File: config.mk
export PLATFORM = sky130hd
export DESIGN_NAME = motor_fault_supervisor
export DESIGN_NICKNAME = d
export VERILOG_FILES = /design/src/sv/mfs_pkg.sv /design/src/sv/motor_fault_supervisor.sv
export SDC_FILE = /design/constraint.sdc
export NUM_CORES = 1
export LEC_CHECK = 0
export BUFFER_PORTS_ARGS = -buffer_cell sky130_fd_sc_hd__buf_2
export CAP_MARGIN = 20
export CELL_PAD_IN_SITES_DETAIL_PLACEMENT = 0
export CELL_PAD_IN_SITES_GLOBAL_PLACEMENT = 1
export CORE_MARGIN = 8
export CORE_UTILIZATION = 46
export CTS_CLUSTER_SIZE = 20
export DETAILED_ROUTE_END_ITERATION = 10
export PLACE_DENSITY_LB_ADDON = 0.2
export SLEW_MARGIN = 30
export SYNTH_ARGS = -nofsm -noshare
export SYNTH_HDL_FRONTEND = slang
export SYNTH_SLANG_ARGS = --single-unit
File: constraint.sdc
create_clock -name i_clk -period 5.3 [get_ports i_clk]
set_input_delay 1.59 -clock i_clk [delete_from_list [all_inputs] [get_ports i_clk]]
set_output_delay 1.59 -clock i_clk [all_outputs]
set_load 0.05 [all_outputs]
File: src/sv/mfs_pkg.sv
// mfs_pkg: shared types and constants for the motor fault supervisor.
// Beat layouts, register indexes, reset values and flag bit positions.
// No dependencies.
`default_nettype none

package mfs_pkg;

    // item kind, carried on the slave tuser
    typedef enum logic {
        OP_UPDATE = 1'b0,
        OP_CLEAR  = 1'b1
    } t_op;

    // configuration register indexes
    typedef enum logic [2:0] {
        REG_OC_LIMIT   = 3'd0,
        REG_OC_HOLD    = 3'd1,
        REG_UV_LIMIT   = 3'd2,
        REG_OT_LIMIT   = 3'd3,
        REG_LINK_TMO   = 3'd4,
        REG_STALL_LIM  = 3'd5,
        REG_STALL_HOLD = 3'd6,
        REG_SPARE      = 3'd7
    } t_reg_idx;

    localparam int unsigned CFG_W     = 18;
    localparam int unsigned FLAG_W    = 6;
    localparam int unsigned TIMER_W   = 17;

    // register reset values
    localparam logic [15:0] RST_OC_LIMIT   = 16'd5000;
    localparam logic [15:0] RST_OC_HOLD    = 16'd100;
    localparam logic [15:0] RST_UV_LIMIT   = 16'd10000;
    localparam logic [17:0] RST_OT_LIMIT   = 18'sd85000;
    localparam logic [15:0] RST_LINK_TMO   = 16'd500;
    localparam logic [15:0] RST_STALL_LIM  = 16'd3000;
    localparam logic [15:0] RST_STALL_HOLD = 16'd1000;

    // flag bit positions
    localparam int unsigned F_SENSOR   = 0;
    localparam int unsigned F_OVERCUR  = 1;
    localparam int unsigned F_UNDERV   = 2;
    localparam int unsigned F_OVERTEMP = 3;
    localparam int unsigned F_LINK     = 4;
    localparam int unsigned F_STALL    = 5;

    // slave tdata layout (lowest bit first)
    localparam int unsigned IN_CUR_OK  = 0;
    localparam int unsigned IN_VOLT_OK = 1;
    localparam int unsigned IN_TEMP_OK = 2;
    localparam int unsigned IN_CUR_LO  = 3;
    localparam int unsigned IN_SUP_LO  = 19;
    localparam int unsigned IN_TMP_LO  = 35;
    localparam int unsigned IN_DUTY_LO = 53;
    localparam int unsigned IN_AGE_LO  = 63;
    localparam int unsigned IN_DT_LO   = 95;
    localparam int unsigned IN_MASK_LO = 111;
    localparam int unsigned IN_DATA_W  = 120;
    localparam int unsigned OUT_DATA_W = 16;

endpackage

`default_nettype wire

File: src/sv/motor_fault_supervisor.sv
// motor_fault_supervisor: top level of the motor drive fault supervisor.
// Depends on mfs_pkg for beat layouts, register indexes and reset values.
//
// Usage:
//   Slave stream (s_axis_*) takes one item per beat. tuser is the item kind:
//   update (measurements) or clear (remove masked latched flags).
//   Master stream (m_axis_*) returns exactly one result beat per item:
//   latched flags after the item and the flags raised by it (zero on clear).
//   Flag order: sensor, overcurrent, undervoltage, overtemp, link, stall.
//   Configuration: i_cfg_we/i_cfg_index/i_cfg_wdata, written while idle.
// An accepted slave beat lands in the input register at the accepting edge;
//   one pass of compares and saturating timer adds then loads the result
//   register, which also updates timers and latched set, and master tvalid
//   rises as the result register fills.
// Throughput: one item per cycle while the master side takes beats; the
//   single pass from input register to result register sets that figure.
// Stall: if m_axis_tready is low the result register holds; if the input
//   register is empty, one more item is taken into it, then s_axis_tready drops.
// Reset (synchronous, i_rst_n low): both stages empty, timers and latched
//   set zero, configuration registers back to their defaults.
`default_nettype none

module motor_fault_supervisor (
    input  wire logic                          i_clk,
    input  wire logic                          i_rst_n,
    // slave stream
    input  wire logic                          s_axis_tvalid,
    output      logic                          s_axis_tready,
    // cur_ok, volt_ok, temp_ok, current_ma[16], supply_mv[16],
    // board_temp_mc[18], duty[10], link_age_ms[32], elapsed_ms[16],
    // clr_bits[6], zero pad[3]
    input  wire logic [mfs_pkg::IN_DATA_W-1:0] s_axis_tdata,
    // op (0 update, 1 clear)
    input  wire logic                          s_axis_tuser,
    // master stream
    output      logic                          m_axis_tvalid,
    input  wire logic                          m_axis_tready,
    // latched_faults[6], active_faults[6], zero pad[4]
    output      logic [mfs_pkg::OUT_DATA_W-1:0] m_axis_tdata,
    // configuration write port
    input  wire logic                          i_cfg_we,
    input  wire logic [2:0]                    i_cfg_index,
    input  wire logic [mfs_pkg::CFG_W-1:0]     i_cfg_wdata
);

    localparam int unsigned FW = mfs_pkg::FLAG_W;
    localparam int unsigned TW = mfs_pkg::TIMER_W;

    // configuration
    logic [15:0]        r_oc_limit, r_oc_hold, r_uv_limit, r_link_tmo;
    logic [15:0]        r_stall_lim, r_stall_hold;
    logic signed [17:0] r_ot_limit;

    always_ff @(posedge i_clk) begin
        if (!i_rst_n) begin
            r_oc_limit   <= mfs_pkg::RST_OC_LIMIT;
            r_oc_hold    <= mfs_pkg::RST_OC_HOLD;
            r_uv_limit   <= mfs_pkg::RST_UV_LIMIT;
            r_ot_limit   <= mfs_pkg::RST_OT_LIMIT;
            r_link_tmo   <= mfs_pkg::RST_LINK_TMO;
            r_stall_lim  <= mfs_pkg::RST_STALL_LIM;
            r_stall_hold <= mfs_pkg::RST_STALL_HOLD;
        end else if (i_cfg_we) begin
            unique case (mfs_pkg::t_reg_idx'(i_cfg_index))
                mfs_pkg::REG_OC_LIMIT:   r_oc_limit   <= i_cfg_wdata[15:0];
                mfs_pkg::REG_OC_HOLD:    r_oc_hold    <= i_cfg_wdata[15:0];
                mfs_pkg::REG_UV_LIMIT:   r_uv_limit   <= i_cfg_wdata[15:0];
                mfs_pkg::REG_OT_LIMIT:   r_ot_limit   <= i_cfg_wdata;
                mfs_pkg::REG_LINK_TMO:   r_link_tmo   <= i_cfg_wdata[15:0];
                mfs_pkg::REG_STALL_LIM:  r_stall_lim  <= i_cfg_wdata[15:0];
                mfs_pkg::REG_STALL_HOLD: r_stall_hold <= i_cfg_wdata[15:0];
                default: ;  // spare index: ignored
            endcase
        end
    end

    // handshake
    logic                          r_in_valid, r_out_valid;
    logic [mfs_pkg::IN_DATA_W-1:0] r_in_data;
    logic                          r_in_op;
    logic                          w_advance, w_fire;

    assign w_advance     = !r_out_valid || m_axis_tready;
    assign w_fire        = r_in_valid && w_advance;
    assign s_axis_tready = !r_in_valid || w_advance;
    assign m_axis_tvalid = r_out_valid;

    always_ff @(posedge i_clk) begin
        if (!i_rst_n) begin
            r_in_valid <= 1'b0;
        end else if (s_axis_tready) begin
            r_in_valid <= s_axis_tvalid;
        end
    end

    always_ff @(posedge i_clk) begin
        if (s_axis_tready && s_axis_tvalid) begin
            r_in_data <= s_axis_tdata;
            r_in_op   <= s_axis_tuser;
        end
    end

    // field unpack
    logic               w_cur_ok, w_volt_ok, w_temp_ok;
    logic [15:0]        w_current, w_supply, w_dt;
    logic signed [17:0] w_temp;
    logic [9:0]         w_duty;
    logic [31:0]        w_age;
    logic [FW-1:0]      w_mask;

    assign w_cur_ok  = r_in_data[mfs_pkg::IN_CUR_OK];
    assign w_volt_ok = r_in_data[mfs_pkg::IN_VOLT_OK];
    assign w_temp_ok = r_in_data[mfs_pkg::IN_TEMP_OK];
    assign w_current = r_in_data[mfs_pkg::IN_CUR_LO  +: 16];
    assign w_supply  = r_in_data[mfs_pkg::IN_SUP_LO  +: 16];
    assign w_temp    = r_in_data[mfs_pkg::IN_TMP_LO  +: 18];
    assign w_duty    = r_in_data[mfs_pkg::IN_DUTY_LO +: 10];
    assign w_age     = r_in_data[mfs_pkg::IN_AGE_LO  +: 32];
    assign w_dt      = r_in_data[mfs_pkg::IN_DT_LO   +: 16];
    assign w_mask    = r_in_data[mfs_pkg::IN_MASK_LO +: FW];

    // state
    logic [FW-1:0] r_latched, r_out_latched, r_out_active;
    logic [TW-1:0] r_oc_elapsed, r_stall_elapsed;

    // persistence timers: add elapsed time, saturate, drop to zero off condition
    logic          w_oc_cond, w_stall_cond;
    logic [TW:0]   w_oc_sum, w_stall_sum;
    logic [TW-1:0] n_oc_elapsed, n_stall_elapsed;
    logic [FW-1:0] w_active, n_latched;

    always_comb begin
        w_oc_cond    = w_current > r_oc_limit;
        w_stall_cond = (w_duty != 10'd0) && (w_current > r_stall_lim);
        w_oc_sum     = {1'b0, r_oc_elapsed}    + (TW+1)'(w_dt);
        w_stall_sum  = {1'b0, r_stall_elapsed} + (TW+1)'(w_dt);

        n_oc_elapsed    = '0;
        n_stall_elapsed = '0;
        if (w_oc_cond) begin
            n_oc_elapsed = w_oc_sum[TW] ? '1 : w_oc_sum[TW-1:0];
        end
        if (w_stall_cond) begin
            n_stall_elapsed = w_stall_sum[TW] ? '1 : w_stall_sum[TW-1:0];
        end

        w_active = '0;
        w_active[mfs_pkg::F_SENSOR]   = !(w_cur_ok && w_volt_ok && w_temp_ok);
        w_active[mfs_pkg::F_OVERCUR]  = w_oc_cond && (n_oc_elapsed >= TW'(r_oc_hold));
        w_active[mfs_pkg::F_UNDERV]   = w_supply < r_uv_limit;
        w_active[mfs_pkg::F_OVERTEMP] = w_temp > r_ot_limit;
        w_active[mfs_pkg::F_LINK]     = w_age > 32'(r_link_tmo);
        w_active[mfs_pkg::F_STALL]    = w_stall_cond
                                        && (n_stall_elapsed >= TW'(r_stall_hold));

        if (mfs_pkg::t_op'(r_in_op) == mfs_pkg::OP_CLEAR) begin
            n_latched = r_latched & ~w_mask;
        end else begin
            n_latched = r_latched | w_active;
        end
    end

    always_ff @(posedge i_clk) begin
        if (!i_rst_n) begin
            r_out_valid     <= 1'b0;
            r_latched       <= '0;
            r_oc_elapsed    <= '0;
            r_stall_elapsed <= '0;
        end else begin
            if (w_advance) begin
                r_out_valid <= r_in_valid;
            end
            if (w_fire) begin
                r_latched <= n_latched;
                if (mfs_pkg::t_op'(r_in_op) == mfs_pkg::OP_UPDATE) begin
                    r_oc_elapsed    <= n_oc_elapsed;
                    r_stall_elapsed <= n_stall_elapsed;
                end
            end
        end
    end

    always_ff @(posedge i_clk) begin
        if (w_fire) begin
            r_out_latched <= n_latched;
            r_out_active  <= (mfs_pkg::t_op'(r_in_op) == mfs_pkg::OP_CLEAR)
                             ? '0 : w_active;
        end
    end

    assign m_axis_tdata = {(mfs_pkg::OUT_DATA_W - 2*FW)'(0), r_out_active, r_out_latched};

`ifndef ASSERT_OFF
    // every flag raised in a result is also in its latched set
    a_active_latched: assert property (@(posedge i_clk) disable iff (!i_rst_n)
        r_out_valid |-> ((r_out_latched & r_out_active) == r_out_active))
        else $error("active flag missing from latched set");

    // an update never drops a latched bit
    a_update_keeps: assert property (@(posedge i_clk) disable iff (!i_rst_n)
        (w_fire && (mfs_pkg::t_op'(r_in_op) == mfs_pkg::OP_UPDATE))
        |=> ((r_latched & $past(r_latched)) == $past(r_latched)))
        else $error("update lost a latched flag");

    // overcurrent timer restarts when current drops to the limit
    a_oc_restart: assert property (@(posedge i_clk) disable iff (!i_rst_n)
        (w_fire && (mfs_pkg::t_op'(r_in_op) == mfs_pkg::OP_UPDATE) && !w_oc_cond)
        |=> (r_oc_elapsed == '0))
        else $error("overcurrent timer not restarted");

    // a clear leaves both timers alone
    a_clear_timers: assert property (@(posedge i_clk) disable iff (!i_rst_n)
        (w_fire && (mfs_pkg::t_op'(r_in_op) == mfs_pkg::OP_CLEAR))
        |=> ($stable(r_oc_elapsed) && $stable(r_stall_elapsed)))
        else $error("clear moved a timer");

    // a full input register facing a stalled result blocks the slave side
    a_backpressure: assert property (@(posedge i_clk) disable iff (!i_rst_n)
        (r_in_valid && r_out_valid && !m_axis_tready) |-> !s_axis_tready)
        else $error("slave ready while both stages full");
`endif

endmodule

`default_nettype wire

==> results of run 1 <==
final cells by class:
type | instances | area (sq um)
fillers | 2787 | 14000
clock buffers | 47 | 940
well taps | 396 | 495
multi-input cells | 1033 | 6630
repair buffers | 177 | 948
inverters | 131 | 492
clock inverters | 15 | 165
flip-flops and latches | 286 | 7030
state kept, by name, summed over array words and instances (netlist names):
name             count
r_latched            6
r_oc_elapsed        17
r_in_valid           1
r_stall_elapsed     17
r_stall_lim         16
r_stall_hold        16
r_link_tmo          16
r_in_data          117
m_axis_tvalid        1
r_oc_hold           16
r_in_op              1
r_uv_limit          16
r_out_active         6
r_ot_limit          18
r_out_latched        6
r_oc_limit          16
logic make-up (layout without fill, tap and decap cells):
logic type,count (synthesis),in the layout
buffers and inverters,191,370
and+or+nand+nor,466,466
other,1,4
DFF,286,286
AOI/OAI and AO/OA,390,390
adders and majority gates,147,147
xor gates and xnor gates,21,21
muxes,5,5
per-layer routing:
metal | global-route usage [%] | vias up
li1 | - | 5646
met1 | 25.9 | 5185
met2 | 33.9 | 244
met3 | 3.72 | 63
met4 | 6.23 | 6
met5 | 0 | -
worst max-delay path by stage:
stage | from | slack, ps | end | cells past startpoint
floorplan | m_axis_tready | 1280 | r_in_data[0]$_DFFE_PP_ | 3
global placement | r_in_data[95]$_DFFE_PP_ | 820 | r_out_latched[5]$_DFFE_PP_ | 19
detailed placement | r_in_data[95]$_DFFE_PP_ | 720 | r_out_latched[5]$_DFFE_PP_ | 19
CTS | r_in_data[95]$_DFFE_PP_ | 650 | r_out_latched[5]$_DFFE_PP_ | 19
global route | r_in_data[95]$_DFFE_PP_ | 350 | r_out_latched[5]$_DFFE_PP_ | 19
finish | r_in_data[95]$_DFFE_PP_ | 670 | r_out_latched[5]$_DFFE_PP_ | 19
power by group:
group | leakage [uW] | switching (uW) | internal (uW) | total [uW]
clock | 0.000536 | 930 | 1350 | 2290
sequential | 0.00253 | 43.9 | 2410 | 2450
combinational | 0.00379 | 375 | 225 | 600
per-stage QoR:
step | setup slack (ps) | util [%]
floorplan | 1280 | -
global placement | 815 | 50.8
detailed placement | 722 | 50.8
CTS | 651 | 54.4
global route | 348 | 54.4
finish | 673 | 54.4
worst max-delay path, delay by kind of cell (launching register included):
kind | cells | cell delay, ps
adder cells (fa/ha/maj) | 3 | 920
buffers and inverters | 2 | 270
AND/OR/NAND/NOR | 3 | 300
AO/OA/AOI/OAI | 10 | 2310
multiplexers | 1 | 140
flip-flops | 1 | 410
placed cells by master (no fill, tap or decap), types with 35 or more instances in the layout:
| master | synthesis | routed |
|---|---|---|
| nand2_1 | 267 | 267 |
| a21oi_1 | 166 | 166 |
| buf_2 | 10 | 157 |
| dfxtp_1 | 156 | 156 |
| ha_1 | 145 | 145 |
| edfxtp_1 | 130 | 130 |
| inv_1 | 129 | 129 |
| nor2_1 | 77 | 75 |
| o211ai_1 | 63 | 63 |
| o21ai_0 | 42 | 42 |
| a21o_1 | 35 | 35 |
==> summary.md, run 1 <==
| Metric | Value |
|---|---|
| Max Slew Vio Count | `0` |
| Final #Nets | `between 1,500 and 2,000` |
| Fin crit period | `about 4600 ps` |
| I/O Buffers | `157` |
| Total Power | `5340 uW` |
| Core area | `between 30,000 and 40,000 sq um` |
| Largest stage delay, worst path | `about 420 ps` |
| Synthesized flop and latch total | `286` |
| Synth Flop Type | `dfxtp_1` |
| Xor/xnor share of the synthesized area | `approximately 1.3%` |
| Post-CTS Resized | `0` |
| Synth Instances | `approximately 1,500` |
| TritonCTS clock tree | `built` |
| Asr flop ratio synth | `0%` |
| Row count | `64` |
| Top-count cell post-synth | `nand2_1` |
| Power Dens Cells | `between 300 and 400 nW/um^2` |
| DR vias | `approximately 11,000` |
| Area leader, netlist | `edfxtp_1` |
| Worst EP arrival | `4880 ps` |
| EDFF count, synth | `130` |
| Post-synth top cells | `267 x nand2_1, 166 x a21oi_1, 156 x dfxtp_1` |
| Gr usage total | `about a fifth` |
| Crit path max fanout | `3` |
| Outcome | `finished clean` |
| Cell chain of the critical path | `ha_1 -> inv_1 -> fa_1 -> nand2b_1 -> a21o_1 -> a21oi_1 -> o21ai_0 -> mux2i_1 -> a2111oi_0 -> buf_4 -> nor2_1 -> ha_1 -> a21o_1 -> a21oi_1 -> nor2b_1 -> a2111oi_0 -> o21ai_0 -> a311oi_1 -> o211ai_1` |
| Max cap viols | `0` |
| Synth Area in Compound Gates | `17.3%` |
| CTS sink cnt | `between 200 and 300` |
| Met2 wire length | `about 18,000 um` |
| Fmax | `approximately 220 MHz` |
| Layout cell share with drive strength beyond 1 | `approximately 15%` |
| Clk pin slew, worst setup/hold paths | `50 ps` |
| R2r worst-path depth | `19` |
| Crit start category | `register` |
| IO Pins | `about 170` |
| Drt total wl | `roughly 37,000 um` |
| Die Y | `193 um` |
| Setup TNS | `0 ps` |
| Worst Hold Slack | `around 450 ps` |
| Hold Path End | `r_stall_elapsed[15]$_SDFFE_PN0P_` |
| Hold path depth | `2` |
| RSZ-0062 raised after global routing | `no` |
| CTS Hold Bufs | `0` |
| Setup Buffers After CTS | `0` |
| Initial antenna violation count | `3` |
| Post-DP HPWL | `between 20,000 and 30,000 um` |
| Largest family of logic cells by synthesized area | `compound AO/OA/AOI/OAI gates` |
| Metal3 WL | `around 1600 um` |
| N_diodes | `0` |
| Worst slew pin tran | `852 ps` |
| Worst r2r src | `r_in_data[95]$_DFFE_PP_` |
| Mean area per synthesized cell | `roughly 9.5 sq um` |
| Placed cells | `roughly 2,000` |
| Reg-to-reg critical path endpoint | `r_out_latched[5]$_DFFE_PP_` |
| Skew final | `25.8 ps` |
| Slew HR | `43.2%` |
| Final Hold Fails | `0` |
| Area growth from synthesis to layout | `16.2%` |
| Fin cells | `2,085` |
| Post-synthesis mux area share | `less than 1%` |
| Hold Crit Start | `r_stall_elapsed[15]$_SDFFE_PN0P_` |
| R2R setup slack | `about 670 ps` |
| CP Capture Type | `register` |
| YS warnings | `0` |
| Worst skew pair latency | `~540 ps` |
| Cell area after synthesis | `14,400 sq um` |
| CP max stage cell | `a311oi_1` |
| CP Class | `register to register` |
| HP Class | `register to register` |
| Final antenna-violating net count | `0` |
| Vias in the first global route | `roughly 11,000` |
| Fin crit share | `87.3%` |
| TritonCTS Buffers | `34` |
| DR vias/cell | `between 5 and 6` |
| Pin count of the biggest net entering global routing | `77` |
| Total die area | `37,200 sq um` |
| H-tree levels | `2` |
| Placed instance area | `between 15,000 and 20,000 sq um` |
| Synth Area in Simple Gates | `14.1%` |
| Clock Path Buffers | `3` |
| Router iterations before antenna repair | `5` |
| Gr ovfl total | `0` |
| First-pass GRT wire length | `58,800 um` |
| Final GP Congestion | `about 0.84` |
| LEAKAGE | `0.00686 uW` |
| Clk Tree Root Cell | `clkbuf_16` |
| Highest routed layer | `met5` |
| Drt wl/cell | `17.9 um` |
| Initial Utilization | `about 47%` |
| Met1 WL | `17,000 um` |
| Top cells by area, synth | `edfxtp_1 27%, dfxtp_1 22%, ha_1 13%` |
| WP data required | `~5600 ps` |
| Final setup vio count | `0` |
| Post-Layout Inst Area | `roughly 17,000 sq um` |
| DRC viols | `0` |
| Synth Area in Adders | `12.9%` |
| Register area share after synthesis | `about half` |
| Synth top area share | `between 20% and 30%` |
| DR iter-0 viols | `between 600 and 700` |
| Die span in x | `roughly 190 um` |
| Peak supply drop | `~0.25 mV` |
| Synth unique cells | `between 70 and 80` |
(Power assumes the default switching activity.)
==> inputs of run 2 (changes only) <==
Settings changed: ABC_AREA set to 1, CORE_UTILIZATION 46 to 45, MAX_ROUTING_LAYER set to met4.
==> summary.md, run 2 <==
| Metric | Value |
|---|---|
| Leading cell type in the layout, fill and taps excluded | `nand2_1` |
| Psw | `1450 uW` |
| Fin cells | `2,169` |
| Post-synth top cells | `237 x nand2_1, 231 x inv_1, 185 x a21oi_1` |
| Setup TNS | `0 ps` |
| Outcome | `finished clean` |
| Placed cells | `about 2,100` |
| Total die area | `roughly 38,000 sq um` |
| DR vias/cell | `roughly 5.0` |
| Pin count of the biggest net entering global routing | `~120` |
| Int Power | `between 4000 and 5000 uW` |
| Post-DP HPWL | `about 26,000 um` |
| Worst EP arrival | `roughly 4000 ps` |
| Top Registers | `r_in_data (117), r_ot_limit (18)` |
| Worst Hold Slack | `around 450 ps` |
| Max cap viols | `0` |
| Die span in x | `~190 um` |
| Max Slew Vio Count | `0` |
| Final Hold Fails | `0` |
| I/O Buffers | `157` |
| Layout cell share with drive strength beyond 1 | `between 15 and 20%` |
| CTS sink cnt | `approximately 290` |
| Commonest non-fill, non-tap cells in the layout | `237 x nand2_1, 230 x inv_1, 185 x a21oi_1` |
| Initial Utilization | `a little under half` |
| Mean area per synthesized cell | `between 9 and 10 sq um` |
| Synth Area in Compound Gates | `~16%` |
| Synth Area in Simple Gates | `~12%` |
| Fin crit share | `between 70% and 80%` |
| Utilization after layout | `a little over half` |
| Biggest register | `r_in_data` |
| Synth Area in Adders | `around 13%` |
| Synth Flop Type | `dfxtp_1` |
| YS warnings | `0` |
| Final setup vio count | `0` |
| Top cells by area, synth | `edfxtp_1 27%, dfxtp_1 22%, ha_1 13%` |
| CP Capture Type | `register` |
| Peak supply drop | `roughly 0.27 mV` |
| IO Pins | `165` |
| Setup Buffers After CTS | `0` |
| Logic pwr share | `between 10% and 20%` |
| Power Dens Cells | `331 nW/um^2` |
| Initial antenna violation count | `2` |
| EDFF count, synth | `130` |
| Area leader, netlist | `edfxtp_1` |
| Fin crit period | `between 3000 and 4000 ps` |
| H-tree levels | `2` |
| RSZ-0062 raised after global routing | `no` |
| Drt total wl | `approximately 36,000 um` |
| TritonCTS Buffers | `34` |
| Router iterations before antenna repair | `5` |
| Post-CTS Resized | `0` |
| HP Class | `register to register` |
| Final GP Congestion | `0.876` |
| Gr usage total | `between 10% and 20%` |
| Synth unique cells | `51` |
| Clock Path Buffers | `3` |
| Area growth from synthesis to layout | `15.9%` |
| Worst skew pair latency | `530 ps` |
| Vias in the first global route | `11,000` |
| Sequential share of power | `45.1%` |
| Synthesized flop and latch total | `about 290` |
| Largest family of logic cells by synthesized area | `compound AO/OA/AOI/OAI gates` |
| Top-count cell post-synth | `nand2_1` |
| Row count | `65` |
| Crit start category | `register` |
| Asr flop ratio synth | `0%` |
| TritonCTS clock tree | `built` |
| Sw Share | `26.4%` |
| Max reg flops | `117` |
| Final #Nets | `a little over 2,000` |
| Die Y | `about 200 um` |
| Worst slew pin tran | `914 ps` |
| CTS Hold Bufs | `0` |
| Post-synthesis mux area share | `0%` |
| Core area | `31,500 sq um` |
| Clock share of power | `approximately two fifths` |
| Fmax | `approximately 270 MHz` |
| CP Class | `register to register` |
| Clk Tree Root Cell | `clkbuf_16` |
| First-pass GRT wire length | `56,900 um` |
| WP data required | `about 5600 ps` |
| DRC viols | `0` |
| DR vias | `roughly 11,000` |
| LEAKAGE | `approximately 0.0077 uW` |
| Skew final | `roughly 26 ps` |
| Slew HR | `38.9%` |
| Synth top area share | `between 20% and 30%` |
| Gr ovfl total | `0` |
| Cell area after synthesis | `approximately 14,000 sq um` |
| Final antenna-violating net count | `0` |
| Register area share after synthesis | `approximately half` |
| Clk pin slew, worst setup/hold paths | `~60 ps` |
| Xor/xnor share of the synthesized area | `1.28%` |
| Synth Instances | `approximately 1,600` |
| Crit path max fanout | `4` |
| DR iter-0 viols | `between 500 and 600` |
| Drt wl/cell | `~16 um` |
-- run 2: logic make-up after synthesis --
group           count (synthesis)
compound gates                428
simple gates                  412
buf+inv                       289
flops                         286
fa+ha+maj                     147
xor+xnor                       21
other cells                     1
-- run 2: final timing paths --
path                                                 start                         end  slack (ps)  cells after the start
worst max register to register     r_in_data[95]$_DFFE_PP_  r_out_latched[5]$_DFFE_PP_        1550                     23
worst min-delay path            r_uv_limit[0]$_SDFFE_PN0P_  r_uv_limit[0]$_SDFFE_PN0P_         450                      2
worst max-delay path               r_in_data[95]$_DFFE_PP_  r_out_latched[5]$_DFFE_PP_        1550                     23
worst min register to register  r_uv_limit[0]$_SDFFE_PN0P_  r_uv_limit[0]$_SDFFE_PN0P_         450                      2
-- run 2: per-stage QoR --
step / setup WS [ps] / area, sq um / power [uW]
final: 1550 / 16600 / 5490
after global routing: 1210 / 16600 / 5760
after CTS: 1570 / 16600 / 5560
after detailed placement: 1610 / 15500 / 3260
after global placement: 1570 / 15500 / 3250
after floorplan: 363 / 14300 / 3030
-- run 2: cell type report --
cell class              instances  area, sq um
diodes                          2         5.00
clock buffers                  45          933
clock inverters                16          160
fillers                      2913        14900
inverters                     241          910
multi-input cells            1012         6200
flip-flops and latches        286         7030
well taps                     402          503
repair buffers                165          865
-- run 2: power by group through the flow --
| stage | Clock [uW] | Sequential (uW) | Combinational (uW) |
|---|---|---|---|
| final | 2270 | 2480 | 741 |
| after global routing | 2420 | 2490 | 856 |
| after CTS | 2330 | 2480 | 746 |
| after detailed placement | 0 | 2520 | 740 |
| after global placement | 0 | 2520 | 725 |
| after floorplan | 0 | 2530 | 501 |
-- run 2: critical path, stage by stage (launching register included) --
cell      delay, ps
edfxtp_1        450
ha_1            300
inv_1           110
fa_1            410
nand3b_1        170
nand2_1         130
nand2_1          90
nand3_2         120
nand3_1          80
nand2_1          80
xor2_1           60
o21ai_0         230
inv_1            90
ha_1            300
a21oi_1         130
nor2_1           50
a211oi_1        170
nand2_1          80
nand2_1          60
nand2_1          50
nand2_1          60
nand3_1          70
nand2_1         130
nand2_1          70
-- run 2: layer usage --
layer	wire [um]	track usage, %	up-vias
met5	0	-	-
met4	811	5.37	0
met3	1390	3.04	52
met2	16200	31.1	233
met1	17100	24.7	4967
li1	-	-	5693
